<file path="config.mk">
export PLATFORM = sky130hd
export DESIGN_NAME = paged_mmu_map_load_store_flat
export DESIGN_NICKNAME = d
export VERILOG_FILES = /design/src/hw/rtl/pmm_pkg.sv /design/src/hw/rtl/pmm_if.sv /design/src/hw/rtl/pmm_ram.sv /design/src/hw/rtl/paged_mmu_map_load_store.sv /design/src/flat_wrapper.sv
export SDC_FILE = /design/constraint.sdc
export NUM_CORES = 1
export LEC_CHECK = 0
export ABC_AREA = 1
export BUFFER_PORTS_ARGS = -buffer_cell sky130_fd_sc_hd__buf_2
export CAP_MARGIN = 20
export CORE_MARGIN = 4
export CORE_UTILIZATION = 45
export DETAILED_ROUTE_END_ITERATION = 10
export PLACE_DENSITY_LB_ADDON = 0.1
export SLEW_MARGIN = 20
export SYNTH_ARGS = -nofsm -noshare
export SYNTH_HDL_FRONTEND = slang
export SYNTH_SLANG_ARGS = --single-unit
</file>
<file path="constraint.sdc">
create_clock -name clock -period 4.9 [get_ports clock]
set_clock_uncertainty 0.15 [all_clocks]
set_input_delay 0.245 -clock clock [delete_from_list [all_inputs] [get_ports clock]]
set_output_delay 0.245 -clock clock [all_outputs]
set_load 0.01 [all_outputs]
</file>
<file path="src/hw/rtl/pmm_pkg.sv">
// Shared constants, codes, state type and address helpers of the paged MMU.
package pmm_pkg;

   // Geometry
   localparam int NUM_PROCESSES = 4;
   localparam int NUM_FRAMES    = 4;
   localparam int PAGE_BYTES    = 16;
   localparam int TABLE_ENTRIES = 4;
   localparam int ENTRY_BYTES   = 4;
   localparam int MEM_BYTES     = NUM_FRAMES * PAGE_BYTES;

   // Field widths
   localparam int ACTION_W = 2;
   localparam int PID_W    = 2;
   localparam int VA_W     = 6;
   localparam int DATA_W   = 8;
   localparam int STATUS_W = 3;

   // Derived widths
   localparam int ADDR_W   = $clog2(MEM_BYTES);
   localparam int FRAME_W  = $clog2(NUM_FRAMES);
   localparam int OFFSET_W = $clog2(PAGE_BYTES);
   localparam int VPAGE_W  = VA_W - OFFSET_W;
   localparam int IDX_W    = (TABLE_ENTRIES > 1) ? $clog2(TABLE_ENTRIES) : 1;
   localparam int PROC_W   = (NUM_PROCESSES > 1) ? $clog2(NUM_PROCESSES) : 1;
   localparam int BSEL_W   = $clog2(ENTRY_BYTES);
   localparam int SUM_W    = ADDR_W + 8;

   // Byte positions inside a table entry
   localparam logic [BSEL_W-1:0] BYTE_PAGE  = BSEL_W'(0);
   localparam logic [BSEL_W-1:0] BYTE_FRAME = BSEL_W'(1);
   localparam logic [BSEL_W-1:0] BYTE_PROT  = BSEL_W'(2);
   localparam logic [BSEL_W-1:0] BYTE_USE   = BSEL_W'(3);

   typedef enum logic [ACTION_W-1:0] {
      ACT_MAP   = 2'd0,
      ACT_STORE = 2'd1,
      ACT_LOAD  = 2'd2,
      ACT_NONE  = 2'd3
   } action_type;

   typedef enum logic [STATUS_W-1:0] {
      ST_OK           = 3'd0,
      ST_NO_TABLE     = 3'd1,
      ST_NO_ENTRY     = 3'd2,
      ST_WRITE_PROT   = 3'd3,
      ST_NO_MEMORY    = 3'd4,
      ST_TABLE_FULL   = 3'd5,
      ST_PROT_UPDATED = 3'd6,
      ST_BAD_PROT     = 3'd7
   } status_type;

   typedef enum logic [3:0] {
      S_CLEAR,
      S_IDLE,
      S_DISPATCH,
      S_ALLOC,
      S_WRITE,
      S_SCAN_USE,
      S_SCAN_PAGE,
      S_SCAN_CHECK,
      S_MISS,
      S_HIT,
      S_HIT_FRAME,
      S_STORE_PROT,
      S_LOAD_DATA,
      S_RESPOND
   } state_type;

   // Physical address of one byte of a table entry, wrapped to memory size
   function automatic logic [ADDR_W-1:0] entry_addr(input logic [FRAME_W-1:0] tf,
                                                    input logic [IDX_W-1:0]   idx,
                                                    input logic [BSEL_W-1:0]  bsel);
      logic [SUM_W-1:0] sum;
      sum = SUM_W'(tf) * SUM_W'(PAGE_BYTES) + SUM_W'(idx) * SUM_W'(ENTRY_BYTES)
            + SUM_W'(bsel);
      return sum[ADDR_W-1:0];
   endfunction

   // Physical address of a data byte, wrapped to memory size
   function automatic logic [ADDR_W-1:0] phys_addr(input logic [FRAME_W-1:0]  frame,
                                                   input logic [OFFSET_W-1:0] offset);
      logic [SUM_W-1:0] sum;
      sum = SUM_W'(frame) * SUM_W'(PAGE_BYTES) + SUM_W'(offset);
      return sum[ADDR_W-1:0];
   endfunction

endpackage

</file>
<file path="src/hw/rtl/pmm_if.sv">
// Request and response channel interfaces of the paged MMU.
interface pmm_req_if import pmm_pkg::*; ();
   logic                valid;
   logic                ready;
   logic [ACTION_W-1:0] action;
   logic [PID_W-1:0]    process_id;
   logic [VA_W-1:0]     vaddr;
   logic [DATA_W-1:0]   value;

   modport source (output valid, action, process_id, vaddr, value,
                   input ready);
   modport sink   (input valid, action, process_id, vaddr, value,
                   output ready);
endinterface

interface pmm_rsp_if import pmm_pkg::*; ();
   logic                valid;
   logic                ready;
   logic [STATUS_W-1:0] status;
   logic [DATA_W-1:0]   read_data;
   logic [ADDR_W-1:0]   paddr;

   modport source (output valid, status, read_data, paddr,
                   input ready);
   modport sink   (input valid, status, read_data, paddr,
                   output ready);
endinterface

</file>
<file path="src/hw/rtl/pmm_ram.sv">
// Generic single-write, single-read RAM with registered read data.
module pmm_ram #(
   parameter int WIDTH = 8,
   parameter int DEPTH = 64
) (
   input  logic                     clock,
   input  logic                     wr_en,
   input  logic [$clog2(DEPTH)-1:0] wr_addr,
   input  logic [WIDTH-1:0]         wr_data,
   input  logic [$clog2(DEPTH)-1:0] rd_addr,
   output logic [WIDTH-1:0]         rd_data
);

   logic [WIDTH-1:0] mem_ff [DEPTH];
   logic [WIDTH-1:0] rd_data_ff;

   // Write port and registered read port
   always_ff @(posedge clock) begin
      if (wr_en) begin
         mem_ff[wr_addr] <= wr_data;
      end
      rd_data_ff <= mem_ff[rd_addr];
   end

   assign rd_data = rd_data_ff;

endmodule

</file>
<file path="src/hw/rtl/paged_mmu_map_load_store.sv">
// Paged MMU top level: sequencer around one shared physical memory port.
// A lookup walks the page table entry by entry, up to all four table entries.
// Throughput: one word at a time; the next request is taken once the sequencer
// is idle again, while a finished response may still wait in the output register.
// Reset: synchronous; afterwards a pass clears physical memory, one byte a cycle,
// with ready low; tables and frame use bits clear at once.
module paged_mmu_map_load_store import pmm_pkg::*; (
   input  logic             clock,
   input  logic             reset,
   pmm_req_if.sink          req_bus,
   pmm_rsp_if.source        rsp_bus
);

   state_type state_ff, state_in;

   logic [ADDR_W-1:0]   clr_ff, clr_in;
   action_type          action_ff, action_in;
   logic [PID_W-1:0]    pid_ff, pid_in;
   logic [VPAGE_W-1:0]  vpage_ff, vpage_in;
   logic [OFFSET_W-1:0] offset_ff, offset_in;
   logic [DATA_W-1:0]   value_ff, value_in;

   logic [FRAME_W-1:0]  tf_ff, tf_in;
   logic [FRAME_W-1:0]  frame_ff, frame_in;
   logic [IDX_W-1:0]    idx_ff, idx_in;
   logic [IDX_W-1:0]    free_idx_ff, free_idx_in;
   logic                free_found_ff, free_found_in;
   logic                in_use_ff, in_use_in;
   logic [BSEL_W-1:0]   byte_ff, byte_in;

   logic [FRAME_W-1:0]       table_frame_ff [NUM_PROCESSES];
   logic [FRAME_W-1:0]       table_frame_in [NUM_PROCESSES];
   logic [NUM_PROCESSES-1:0] table_valid_ff, table_valid_in;
   logic [NUM_FRAMES-1:0]    frame_in_use_ff, frame_in_use_in;

   status_type          res_status_ff, res_status_in;
   logic [DATA_W-1:0]   res_rdata_ff, res_rdata_in;
   logic [ADDR_W-1:0]   res_paddr_ff, res_paddr_in;

   logic                rsp_valid_ff, rsp_valid_in;
   status_type          rsp_status_ff, rsp_status_in;
   logic [DATA_W-1:0]   rsp_rdata_ff, rsp_rdata_in;
   logic [ADDR_W-1:0]   rsp_paddr_ff, rsp_paddr_in;

   logic                ram_we;
   logic [ADDR_W-1:0]   ram_waddr;
   logic [DATA_W-1:0]   ram_wdata;
   logic [ADDR_W-1:0]   ram_raddr;
   logic [DATA_W-1:0]   mem_rd_data;

   logic                free_any;
   logic [FRAME_W-1:0]  free_frame;
   logic                pid_ok;
   logic [PROC_W-1:0]   pid_idx;
   logic                have_table;
   logic                hit;
   logic                last_entry;
   logic                out_free;
   logic [ADDR_W-1:0]   hit_paddr;

   pmm_ram #(
      .WIDTH (DATA_W),
      .DEPTH (MEM_BYTES)
   ) u_mem (
      .clock   (clock),
      .wr_en   (ram_we),
      .wr_addr (ram_waddr),
      .wr_data (ram_wdata),
      .rd_addr (ram_raddr),
      .rd_data (mem_rd_data)
   );

   // First free frame
   always_comb begin
      free_any   = 1'b0;
      free_frame = '0;
      for (int i = NUM_FRAMES - 1; i >= 0; i--) begin
         if (!frame_in_use_ff[i]) begin
            free_any   = 1'b1;
            free_frame = FRAME_W'(i);
         end
      end
   end

   // Lookup helpers
   assign pid_ok     = 32'(pid_ff) < NUM_PROCESSES;
   assign pid_idx    = pid_ff[PROC_W-1:0];
   assign have_table = pid_ok && table_valid_ff[pid_idx];
   assign hit        = in_use_ff && (mem_rd_data == DATA_W'(vpage_ff));
   assign last_entry = idx_ff == IDX_W'(TABLE_ENTRIES - 1);
   assign out_free   = !rsp_valid_ff || rsp_bus.ready;
   assign hit_paddr  = phys_addr(mem_rd_data[FRAME_W-1:0], offset_ff);

   // Next state
   always_comb begin
      state_in = state_ff;
      unique case (state_ff)
         S_CLEAR: begin
            if (clr_ff == ADDR_W'(MEM_BYTES - 1)) state_in = S_IDLE;
         end
         S_IDLE: begin
            if (req_bus.valid) state_in = S_DISPATCH;
         end
         S_DISPATCH: begin
            if (action_ff == ACT_NONE || !pid_ok) begin
               state_in = S_RESPOND;
            end else if (action_ff == ACT_MAP) begin
               if (value_ff > DATA_W'(1)) state_in = S_RESPOND;
               else if (!have_table)      state_in = free_any ? S_ALLOC : S_RESPOND;
               else                       state_in = S_SCAN_USE;
            end else begin
               state_in = have_table ? S_SCAN_USE : S_RESPOND;
            end
         end
         S_ALLOC:      state_in = free_any ? S_WRITE : S_RESPOND;
         S_WRITE: begin
            if (byte_ff == BYTE_USE) state_in = S_RESPOND;
         end
         S_SCAN_USE:   state_in = S_SCAN_PAGE;
         S_SCAN_PAGE:  state_in = S_SCAN_CHECK;
         S_SCAN_CHECK: begin
            if (hit)             state_in = S_HIT;
            else if (last_entry) state_in = S_MISS;
            else                 state_in = S_SCAN_USE;
         end
         S_MISS: begin
            if (action_ff == ACT_MAP && free_found_ff && free_any) state_in = S_WRITE;
            else                                                    state_in = S_RESPOND;
         end
         S_HIT:        state_in = S_HIT_FRAME;
         S_HIT_FRAME: begin
            case (action_ff)
               ACT_STORE: state_in = S_STORE_PROT;
               ACT_LOAD:  state_in = S_LOAD_DATA;
               default:   state_in = S_RESPOND;
            endcase
         end
         S_STORE_PROT: state_in = S_RESPOND;
         S_LOAD_DATA:  state_in = S_RESPOND;
         S_RESPOND: begin
            if (out_free) state_in = S_IDLE;
         end
         default:      state_in = S_CLEAR;
      endcase
   end

   // Datapath, memory port and handshake outputs
   always_comb begin
      clr_in          = clr_ff;
      action_in       = action_ff;
      pid_in          = pid_ff;
      vpage_in        = vpage_ff;
      offset_in       = offset_ff;
      value_in        = value_ff;
      tf_in           = tf_ff;
      frame_in        = frame_ff;
      idx_in          = idx_ff;
      free_idx_in     = free_idx_ff;
      free_found_in   = free_found_ff;
      in_use_in       = in_use_ff;
      byte_in         = byte_ff;
      table_frame_in  = table_frame_ff;
      table_valid_in  = table_valid_ff;
      frame_in_use_in = frame_in_use_ff;
      res_status_in   = res_status_ff;
      res_rdata_in    = res_rdata_ff;
      res_paddr_in    = res_paddr_ff;
      rsp_valid_in    = rsp_valid_ff && !rsp_bus.ready;
      rsp_status_in   = rsp_status_ff;
      rsp_rdata_in    = rsp_rdata_ff;
      rsp_paddr_in    = rsp_paddr_ff;
      ram_we          = 1'b0;
      ram_waddr       = entry_addr(tf_ff, idx_ff, byte_ff);
      ram_wdata       = '0;
      ram_raddr       = '0;
      req_bus.ready   = 1'b0;

      unique case (state_ff)
         // Zero one memory byte per cycle
         S_CLEAR: begin
            ram_we    = 1'b1;
            ram_waddr = clr_ff;
            clr_in    = clr_ff + ADDR_W'(1);
         end
         // Capture the request word
         S_IDLE: begin
            req_bus.ready = 1'b1;
            if (req_bus.valid) begin
               action_in     = action_type'(req_bus.action);
               pid_in        = req_bus.process_id;
               vpage_in      = req_bus.vaddr[VA_W-1:OFFSET_W];
               offset_in     = req_bus.vaddr[OFFSET_W-1:0];
               value_in      = req_bus.value;
               idx_in        = '0;
               byte_in       = '0;
               free_found_in = 1'b0;
               res_status_in = ST_OK;
               res_rdata_in  = '0;
               res_paddr_in  = '0;
            end
         end
         // Early outcomes and page-table allocation
         S_DISPATCH: begin
            tf_in = table_frame_ff[pid_idx];
            if (action_ff == ACT_NONE) begin
               res_status_in = ST_OK;
            end else if (!pid_ok) begin
               res_status_in = ST_NO_TABLE;
            end else if (action_ff == ACT_MAP) begin
               if (value_ff > DATA_W'(1)) begin
                  res_status_in = ST_BAD_PROT;
               end else if (!have_table) begin
                  if (!free_any) begin
                     res_status_in = ST_NO_MEMORY;
                  end else begin
                     frame_in_use_in[free_frame] = 1'b1;
                     table_valid_in[pid_idx]     = 1'b1;
                     table_frame_in[pid_idx]     = free_frame;
                     tf_in                       = free_frame;
                  end
               end
            end else if (!have_table) begin
               res_status_in = ST_NO_TABLE;
            end
         end
         // Data frame for the first entry of a new table
         S_ALLOC: begin
            if (free_any) begin
               frame_in_use_in[free_frame] = 1'b1;
               frame_in                    = free_frame;
            end else begin
               res_status_in = ST_NO_MEMORY;
            end
         end
         // Write the four entry bytes
         S_WRITE: begin
            ram_we  = 1'b1;
            byte_in = byte_ff + BSEL_W'(1);
            case (byte_ff)
               BYTE_PAGE:  ram_wdata = DATA_W'(vpage_ff);
               BYTE_FRAME: ram_wdata = DATA_W'(frame_ff);
               BYTE_PROT:  ram_wdata = value_ff;
               default:    ram_wdata = DATA_W'(1);
            endcase
            if (byte_ff == BYTE_USE) begin
               res_status_in = ST_OK;
               res_paddr_in  = phys_addr(frame_ff, offset_ff);
            end
         end
         // Table walk: in-use byte, then page byte
         S_SCAN_USE: begin
            ram_raddr = entry_addr(tf_ff, idx_ff, BYTE_USE);
         end
         S_SCAN_PAGE: begin
            in_use_in = mem_rd_data != '0;
            if (mem_rd_data == '0 && !free_found_ff) begin
               free_found_in = 1'b1;
               free_idx_in   = idx_ff;
            end
            ram_raddr = entry_addr(tf_ff, idx_ff, BYTE_PAGE);
         end
         S_SCAN_CHECK: begin
            if (!hit && !last_entry) idx_in = idx_ff + IDX_W'(1);
         end
         // No in-use entry for the page
         S_MISS: begin
            if (action_ff == ACT_MAP) begin
               if (!free_found_ff) begin
                  res_status_in = ST_TABLE_FULL;
               end else if (!free_any) begin
                  res_status_in = ST_NO_MEMORY;
               end else begin
                  frame_in_use_in[free_frame] = 1'b1;
                  frame_in                    = free_frame;
                  idx_in                      = free_idx_ff;
                  byte_in                     = '0;
               end
            end else begin
               res_status_in = ST_NO_ENTRY;
            end
         end
         // Entry found: fetch its frame, remap rewrites protection
         S_HIT: begin
            ram_raddr = entry_addr(tf_ff, idx_ff, BYTE_FRAME);
            if (action_ff == ACT_MAP) begin
               ram_we    = 1'b1;
               ram_waddr = entry_addr(tf_ff, idx_ff, BYTE_PROT);
               ram_wdata = value_ff;
            end
         end
         S_HIT_FRAME: begin
            frame_in = mem_rd_data[FRAME_W-1:0];
            case (action_ff)
               ACT_MAP: begin
                  res_status_in = ST_PROT_UPDATED;
                  res_paddr_in  = hit_paddr;
               end
               ACT_LOAD:  ram_raddr = hit_paddr;
               default:   ram_raddr = entry_addr(tf_ff, idx_ff, BYTE_PROT);
            endcase
         end
         // Store goes through only on a writable page
         S_STORE_PROT: begin
            if (mem_rd_data == '0) begin
               res_status_in = ST_WRITE_PROT;
            end else begin
               ram_we        = 1'b1;
               ram_waddr     = phys_addr(frame_ff, offset_ff);
               ram_wdata     = value_ff;
               res_status_in = ST_OK;
               res_paddr_in  = phys_addr(frame_ff, offset_ff);
            end
         end
         S_LOAD_DATA: begin
            res_status_in = ST_OK;
            res_rdata_in  = mem_rd_data;
            res_paddr_in  = phys_addr(frame_ff, offset_ff);
         end
         // Hand the result to the output register once it is free
         S_RESPOND: begin
            if (out_free) begin
               rsp_valid_in  = 1'b1;
               rsp_status_in = res_status_ff;
               rsp_rdata_in  = res_rdata_ff;
               rsp_paddr_in  = res_paddr_ff;
            end
         end
         default: begin
         end
      endcase
   end

   // Registers
   always_ff @(posedge clock) begin
      if (reset) begin
         state_ff        <= S_CLEAR;
         clr_ff          <= '0;
         table_valid_ff  <= '0;
         frame_in_use_ff <= '0;
         rsp_valid_ff    <= 1'b0;
      end else begin
         state_ff        <= state_in;
         clr_ff          <= clr_in;
         table_valid_ff  <= table_valid_in;
         frame_in_use_ff <= frame_in_use_in;
         rsp_valid_ff    <= rsp_valid_in;
      end
      action_ff      <= action_in;
      pid_ff         <= pid_in;
      vpage_ff       <= vpage_in;
      offset_ff      <= offset_in;
      value_ff       <= value_in;
      tf_ff          <= tf_in;
      frame_ff       <= frame_in;
      idx_ff         <= idx_in;
      free_idx_ff    <= free_idx_in;
      free_found_ff  <= free_found_in;
      in_use_ff      <= in_use_in;
      byte_ff        <= byte_in;
      table_frame_ff <= table_frame_in;
      res_status_ff  <= res_status_in;
      res_rdata_ff   <= res_rdata_in;
      res_paddr_ff   <= res_paddr_in;
      rsp_status_ff  <= rsp_status_in;
      rsp_rdata_ff   <= rsp_rdata_in;
      rsp_paddr_ff   <= rsp_paddr_in;
   end

   // Response channel
   assign rsp_bus.valid     = rsp_valid_ff;
   assign rsp_bus.status    = rsp_status_ff;
   assign rsp_bus.read_data = rsp_rdata_ff;
   assign rsp_bus.paddr     = rsp_paddr_ff;

   // No request is taken while memory is being cleared
   a_clear_not_ready: assert property (@(posedge clock) disable iff (reset)
      state_ff == S_CLEAR |-> !req_bus.ready)
      else $error("request accepted during memory clear");

   // Frames are never released
   a_frames_kept: assert property (@(posedge clock) disable iff (reset)
      !$past(reset) |->
         ((frame_in_use_ff & $past(frame_in_use_ff)) == $past(frame_in_use_ff)))
      else $error("frame in-use bit dropped");

   // Page tables are never released
   a_tables_kept: assert property (@(posedge clock) disable iff (reset)
      !$past(reset) |->
         ((table_valid_ff & $past(table_valid_ff)) == $past(table_valid_ff)))
      else $error("page table valid bit dropped");

   // Every page table owns a frame of its own
   a_table_frames: assert property (@(posedge clock) disable iff (reset)
      $countones(frame_in_use_ff) >= $countones(table_valid_ff))
      else $error("more page tables than frames in use");

endmodule
</file>
<file path="src/flat_wrapper.sv">
// flat-port wrapper written by rule: the top's interface ports become plain ports
module paged_mmu_map_load_store_flat import pmm_pkg::*;
  (clock, reset, req_bus_valid, req_bus_action, req_bus_process_id, req_bus_vaddr, req_bus_value, req_bus_ready, rsp_bus_valid, rsp_bus_status, rsp_bus_read_data, rsp_bus_paddr, rsp_bus_ready);
  pmm_req_if req_bus_i ();
  pmm_rsp_if rsp_bus_i ();
  input  logic clock;
  input  logic reset;
  input wire logic [$bits(req_bus_i.valid)-1:0] req_bus_valid;
  input wire logic [$bits(req_bus_i.action)-1:0] req_bus_action;
  input wire logic [$bits(req_bus_i.process_id)-1:0] req_bus_process_id;
  input wire logic [$bits(req_bus_i.vaddr)-1:0] req_bus_vaddr;
  input wire logic [$bits(req_bus_i.value)-1:0] req_bus_value;
  output wire logic [$bits(req_bus_i.ready)-1:0] req_bus_ready;
  output wire logic [$bits(rsp_bus_i.valid)-1:0] rsp_bus_valid;
  output wire logic [$bits(rsp_bus_i.status)-1:0] rsp_bus_status;
  output wire logic [$bits(rsp_bus_i.read_data)-1:0] rsp_bus_read_data;
  output wire logic [$bits(rsp_bus_i.paddr)-1:0] rsp_bus_paddr;
  input wire logic [$bits(rsp_bus_i.ready)-1:0] rsp_bus_ready;
  assign req_bus_i.valid = req_bus_valid;
  assign req_bus_i.action = req_bus_action;
  assign req_bus_i.process_id = req_bus_process_id;
  assign req_bus_i.vaddr = req_bus_vaddr;
  assign req_bus_i.value = req_bus_value;
  assign req_bus_ready = req_bus_i.ready;
  assign rsp_bus_valid = rsp_bus_i.valid;
  assign rsp_bus_status = rsp_bus_i.status;
  assign rsp_bus_read_data = rsp_bus_i.read_data;
  assign rsp_bus_paddr = rsp_bus_i.paddr;
  assign rsp_bus_i.ready = rsp_bus_ready;
  paged_mmu_map_load_store u_core (.clock(clock), .reset(reset), .req_bus(req_bus_i), .rsp_bus(rsp_bus_i));
endmodule
</file>
; After elaboration in Yosys (flattened, before gate mapping)
; Memory sizes are Yosys's and may differ from the RTL's. A register that Yosys moved wholly into a read port is not among the register bits.
; Cells that the tools add are included.
[op_classes]
order_cmp = 7
eq_ne = 39
reduce_logical = 43
bitwise_logic = 6
n_mux = 103
n_addsub = 10
[op_table]
columns = operator, count
row1 = $mux W4, 21
row2 = $pmux W4 S13, 1
row3 = $mux W2, 24
row4 = $pmux W8 S3, 2
row5 = $mux W6, 6
row6 = $mux W3, 11
row7 = $pmux W6 S5, 1
row8 = $eq A4 B4 Y1 const B, 6
row9 = $mux W8, 3
row10 = $pmux W3 S8, 1
row11 = $pmux W6 S4, 1
row12 = $ne A2 B1 Y1 const B, 10
row13 = $add A6 B4 Y6, 3
row14 = $pmux W2 S3, 3
row15 = $pmux W6 S3, 1
row16 = $reduce_and A6 Y1, 3
row17 = $eq A4 B3 Y1 const B, 4
row18 = $mux W1, 16
row19 = $pmux W8 S2, 1
row20 = $reduce_bool A8 Y1, 2
row21 = $add A6 B1 Y6 const B, 2
row22 = $add A6 B2 Y6 const B, 2
row23 = $pmux W4 S3, 1
row24 = $pmux W6 S2, 1
row25 = 41 further kinds, 82
[totals]
ram_bits = 512
mem_count = 1
out_inout_bits = 19
input_bits = 22
regBits = 91
[mem_list]
columns = name, words, word_bits, read_ports, rd_ports_with_merged_regs, wr, line_no
row1 = u_core.u_mem.mem_ff, 64, 8, 1, 1, 1, pmm_ram.sv:14  ; logic [WIDTH-1:0] mem_ff [DEPTH];

; Longest topological paths before layout
[depth]
ltp_word = 15
ltp_mapped = 15
depth_no_buf = 14

; By module
; From an unflattened synthesis, not the netlist that was laid out.
[unflattened]
hier_cells = 2297
hier_area_um2 = 25668.4
[modules_own_cells]
columns = module, n_inst, seq_area_each_um2, area_per_inst_um2, cells_per_inst
row1 = pmm_ram, 1, 15534.9, 21291.7, 1822
row2 = paged_mmu_map_load_store, 1, 2542.4, 4376.7, 475

; Worst setup path after synthesis
; Ideal clock, no wire load.
[synth_timing]
kind = register -> register
start = register u_core.state_ff[0]
end = memory u_core.u_mem.mem_ff[0][1], data pin
arrival_ns = 3.550
path_buffers = 0
setup_slack_ns = 0.499
synth_period_minus_slack_ns = 4.401
path_stages_with_launch = 5
path_cell_list = dfxtp_1 -> nor2_2 -> nand2_1 -> or2_2 -> o21ai_0
[synth_between]
elab_chain_cells = 2
[synth_lines]
columns = element, line_no
row1 = from (decl), paged_mmu_map_load_store.sv:14  ; state_type state_ff, state_in;
row2 = from (signal assigned), paged_mmu_map_load_store.sv:342  ; state_ff <= state_in;
row3 = "$eq A4 B4 Y1, or another cell as far along", paged_mmu_map_load_store.sv:178  ; unique case (state_ff)
row4 = $pmux W8 S3 *, paged_mmu_map_load_store.sv:178
row5 = named net u_core.ram_wdata[1], paged_mmu_map_load_store.sv:47  ; logic [DATA_W-1:0] ram_wdata;
row6 = to (decl), pmm_ram.sv:14
; The timed path passes the listed nets; every way through them passes the cells marked *.

; Final worst setup path
[layout_timing]
start = register u_core.action_ff[0]
end = memory u_core.u_mem.mem_ff[13][3], enable pin
[layout_between]
elab_chain_cells = 5
[layout_lines]
columns = element, line_no
row1 = from (decl), paged_mmu_map_load_store.sv:17  ; action_type action_ff, action_in;
row2 = from (signal assigned), paged_mmu_map_load_store.sv:348  ; action_ff <= action_in;
row3 = $logic_not A2 Y1 *, paged_mmu_map_load_store.sv:285  ; if (action_ff == ACT_MAP) begin
row4 = $mux W1, paged_mmu_map_load_store.sv:285
row5 = $pmux W1 S3, paged_mmu_map_load_store.sv:178
row6 = $mux W1, pmm_ram.sv:19  ; if (wr_en) begin
row7 = $mux W1 (not written as such), pmm_ram.sv:20  ; mem_ff[wr_addr] <= wr_data;
; Mark *: on every way between the ends. The rest lies on a longest branch, timed or not.

==> impl_metrics.yaml <==
yosys:
  syn_avg_cell_area_sq_um: 10.7
  synth_sequential_area_ratio: 0.663
  synth-seq-cells: 611
  synthesis.area_sq_um: 27300
  synth.distinct_cells: 43
  ys_warn_count: 0
  synth_flop_cell: "edfxtp_1"
  syn_inst: 2557
  synth_nets: 2585
  synth_enable_flop_cells: 584
  async_flop_share: 0
routing:
  remaining_drc_errors: 0
  dr.pass1.iters: 7
  drt_wl_total_mm: 73.6
  antenna_left: 0
  num_vias: 18658
  wl_per_cell_um: 21.5
  vias_per_cell: 5.46
  drtIter0Drc: 1861
pwr:
  ir_drop_v: 0.000281
  leakage_nw: 12.0
  p_per_area_nw_per_um2: 350
clock_tree:
  clock-sinks: 611
  clock_path_buffers: 3
  cts_setup_buffers: 0
  root_buffer: "clkbuf_16"
  h-tree-depth: 3
  cts_tree: "built"
  clk_pin_slew_ns: 0.06
  cts_buffers: 69
  insertion_delay_ns: 0.61
sta:
  timing.setup.tns_ns: 0
  max_freq_ghz: 0.246
  rsz0062_at_grt: "false"
  finalSetupViolations: 0
  slew_headroom: 0.214
  period_needed_ns: 4.07
  drv_slew: 0
  period_share: 0.830
  tightest_slew_ns: 1.18
  hold_viol_final: 0
hold_path:
  min_path_type: "primary input to flop"
  min_path_cells: 3
floorplanning:
  dieArea_sq_um: 64600
  die_x_um: 254
  start_util: 0.458
  rows: 89
  die_h_um: 254
  io_pins: 41
  core_area_sq_um: 59500
cells_and_area:
  layout_common_cells: "584 x edfxtp_1, 555 x nand3_1, 412 x inv_1"
  diodes: 0
  layout_commonest_cell: "edfxtp_1"
  drive_above_1_share: 0.0813
  area_delta_synth_final_pct: 12.5
  fin_util: 0.516
  final_nets: 2628
flow_run:
  cap_viol_max_count: 0
global_route:
  grt_pass1_vias: 18219
  grt_usage: 0.228
  grt_max_degree: 143
  grt_pass1_wl_mm: 112
  antenna_found_initial: 0
  overflow: 0
placement:
  portBuffers: 40
  hpwl_mm: 43.9
  gp_congestion: 0.919
worst_setup_path:
  critical_path_class: "flop to flop"
  start_kind: "flop"
  r2r_cells: 7
  worstPathRequired_ns: 4.98
  crit_fanout: 8
  cp-end-kind: "flop"
  arrival_ns: 4.15
outcome:
  status: "finished, final reports clean"
[power breakdown]
part           internal (mW)  switching (mW)
combinational         0.0416          0.0984
clock                   2.94            1.99
sequential              5.66         0.00716
total                   8.65            2.09
[state kept, by name, summed over array words and instances (netlist names), 2 cells and up]
name                      flops
u_core.byte_ff                2
u_core.clr_ff                 6
u_core.res_status_ff          3
u_core.value_ff               8
u_core.vpage_ff               2
u_core.offset_ff              4
u_core.free_idx_ff            2
u_core.idx_ff                 2
u_core.tf_ff                  2
u_core.rsp_bus.read_data      8
u_core.u_mem.rd_data          8
u_core.frame_ff               2
u_core.res_paddr_ff           6
u_core.u_mem.mem_ff         512
u_core.rsp_bus.paddr          6
u_core.pid_ff                 2
u_core.table_frame_ff         8
u_core.frame_in_use_ff        4
u_core.action_ff              2
u_core.rsp_bus.status         3
u_core.res_rdata_ff           8
u_core.table_valid_ff         4
u_core.state_ff               4
[layout make-up]
cell class | count | area, sq um
clock buffer | 97 | 1890
clock inverter | 20 | 220
fill | 5298 | 28800
tap | 773 | 967
multi-input combinational | 1395 | 7150
sequential | 611 | 18100
timing repair buffer | 102 | 781
inverter | 421 | 1580
[through the flow]
stage	setup WS (ns)	area (sq um)	power (mW)	instances	hold WS, ns
3_3_place_gp	0.888	28300	5.90	3281	0.254
3_5_place_dp	0.870	28300	5.90	3281	0.255
2_1_floorplan	0.499	27300	5.84	2557	0.173
4_1_cts	0.833	30700	10.8	3419	0.0383
6_report	0.833	30700	10.7	3419	0.0660
5_1_grt	0.707	30700	11.1	3419	0.0720
[worst max-delay path, stage by stage, from the launching register on]
cell      delay (ns)
edfxtp_1        0.49
nor2_1          0.36
inv_1           0.23
o22ai_1         0.36
a21oi_1         0.13
a21oi_1         0.80
nand2_1         0.45
nor2_1          0.73
[cell families after synthesis]
kind of cell	count (synthesis)	synth area share
adders and majority gates	6	0.00275
DFF	611	0.663
and+or+nand+nor	1305	0.235
AOI/OAI and AO/OA	82	0.0186
xor gates and xnor gates	2	0.000643
buffers and inverters	551	0.0798
[metal layers]
layer | vias to the layer above | track usage | wire length [um] | share of wire
li1 | 8774 | - | - | -
met3 | 128 | 0.0373 | 4620 | 0.063
met2 | 617 | 0.366 | 34400 | 0.47
met4 | 0 | 0.0735 | 2210 | 0.030
met5 | - | 0 | 0 | 0
met1 | 9139 | 0.319 | 32400 | 0.44
[cell usage after synthesis (all sizes together), types with 3 or more instances]
master	instances	area (sq um)
edfxtp	584	17500
nand3	564	2870
inv	421	1580
nand2	402	1520
nand3b	177	1330
nor2	137	539
buf	91	448
clkbuf	39	146
dfxtp	27	541
o21ai	27	139
a21oi	23	119
nor3	14	75.1
o22ai	7	43.8
ha	6	75.1
a22o	4	35.0
o21a	4	30.0
a221oi	3	26.3
a31oi	3	18.8
nand4	3	18.8
nor4	3	18.8
o211ai	3	22.5
[final timing paths]
path / startpoint / end / slack [ns]
worst max-delay path: u_core.action_ff[0]$_DFFE_PP_ / u_core.u_mem.mem_ff[13][3]$_DFFE_PP_ / 0.83
worst min-delay path: req_bus_valid / u_core.offset_ff[0]$_DFFE_PP_ / 0.07
worst max register to register: u_core.action_ff[0]$_DFFE_PP_ / u_core.u_mem.mem_ff[13][3]$_DFFE_PP_ / 0.83
worst min register to register: u_core.res_paddr_ff[4]$_SDFFCE_PN0P_ / u_core.rsp_bus.paddr[4]$_DFFE_PP_ / 0.26
[repair_timing]
action                                 4_1_cts  5_1_grt
gates resized for setup                      0        0
setup endpoints to repair                    0        0
endpoints found under the hold margin       29        0
hold buffers                                21        0
(Power assumes the default switching activity.)
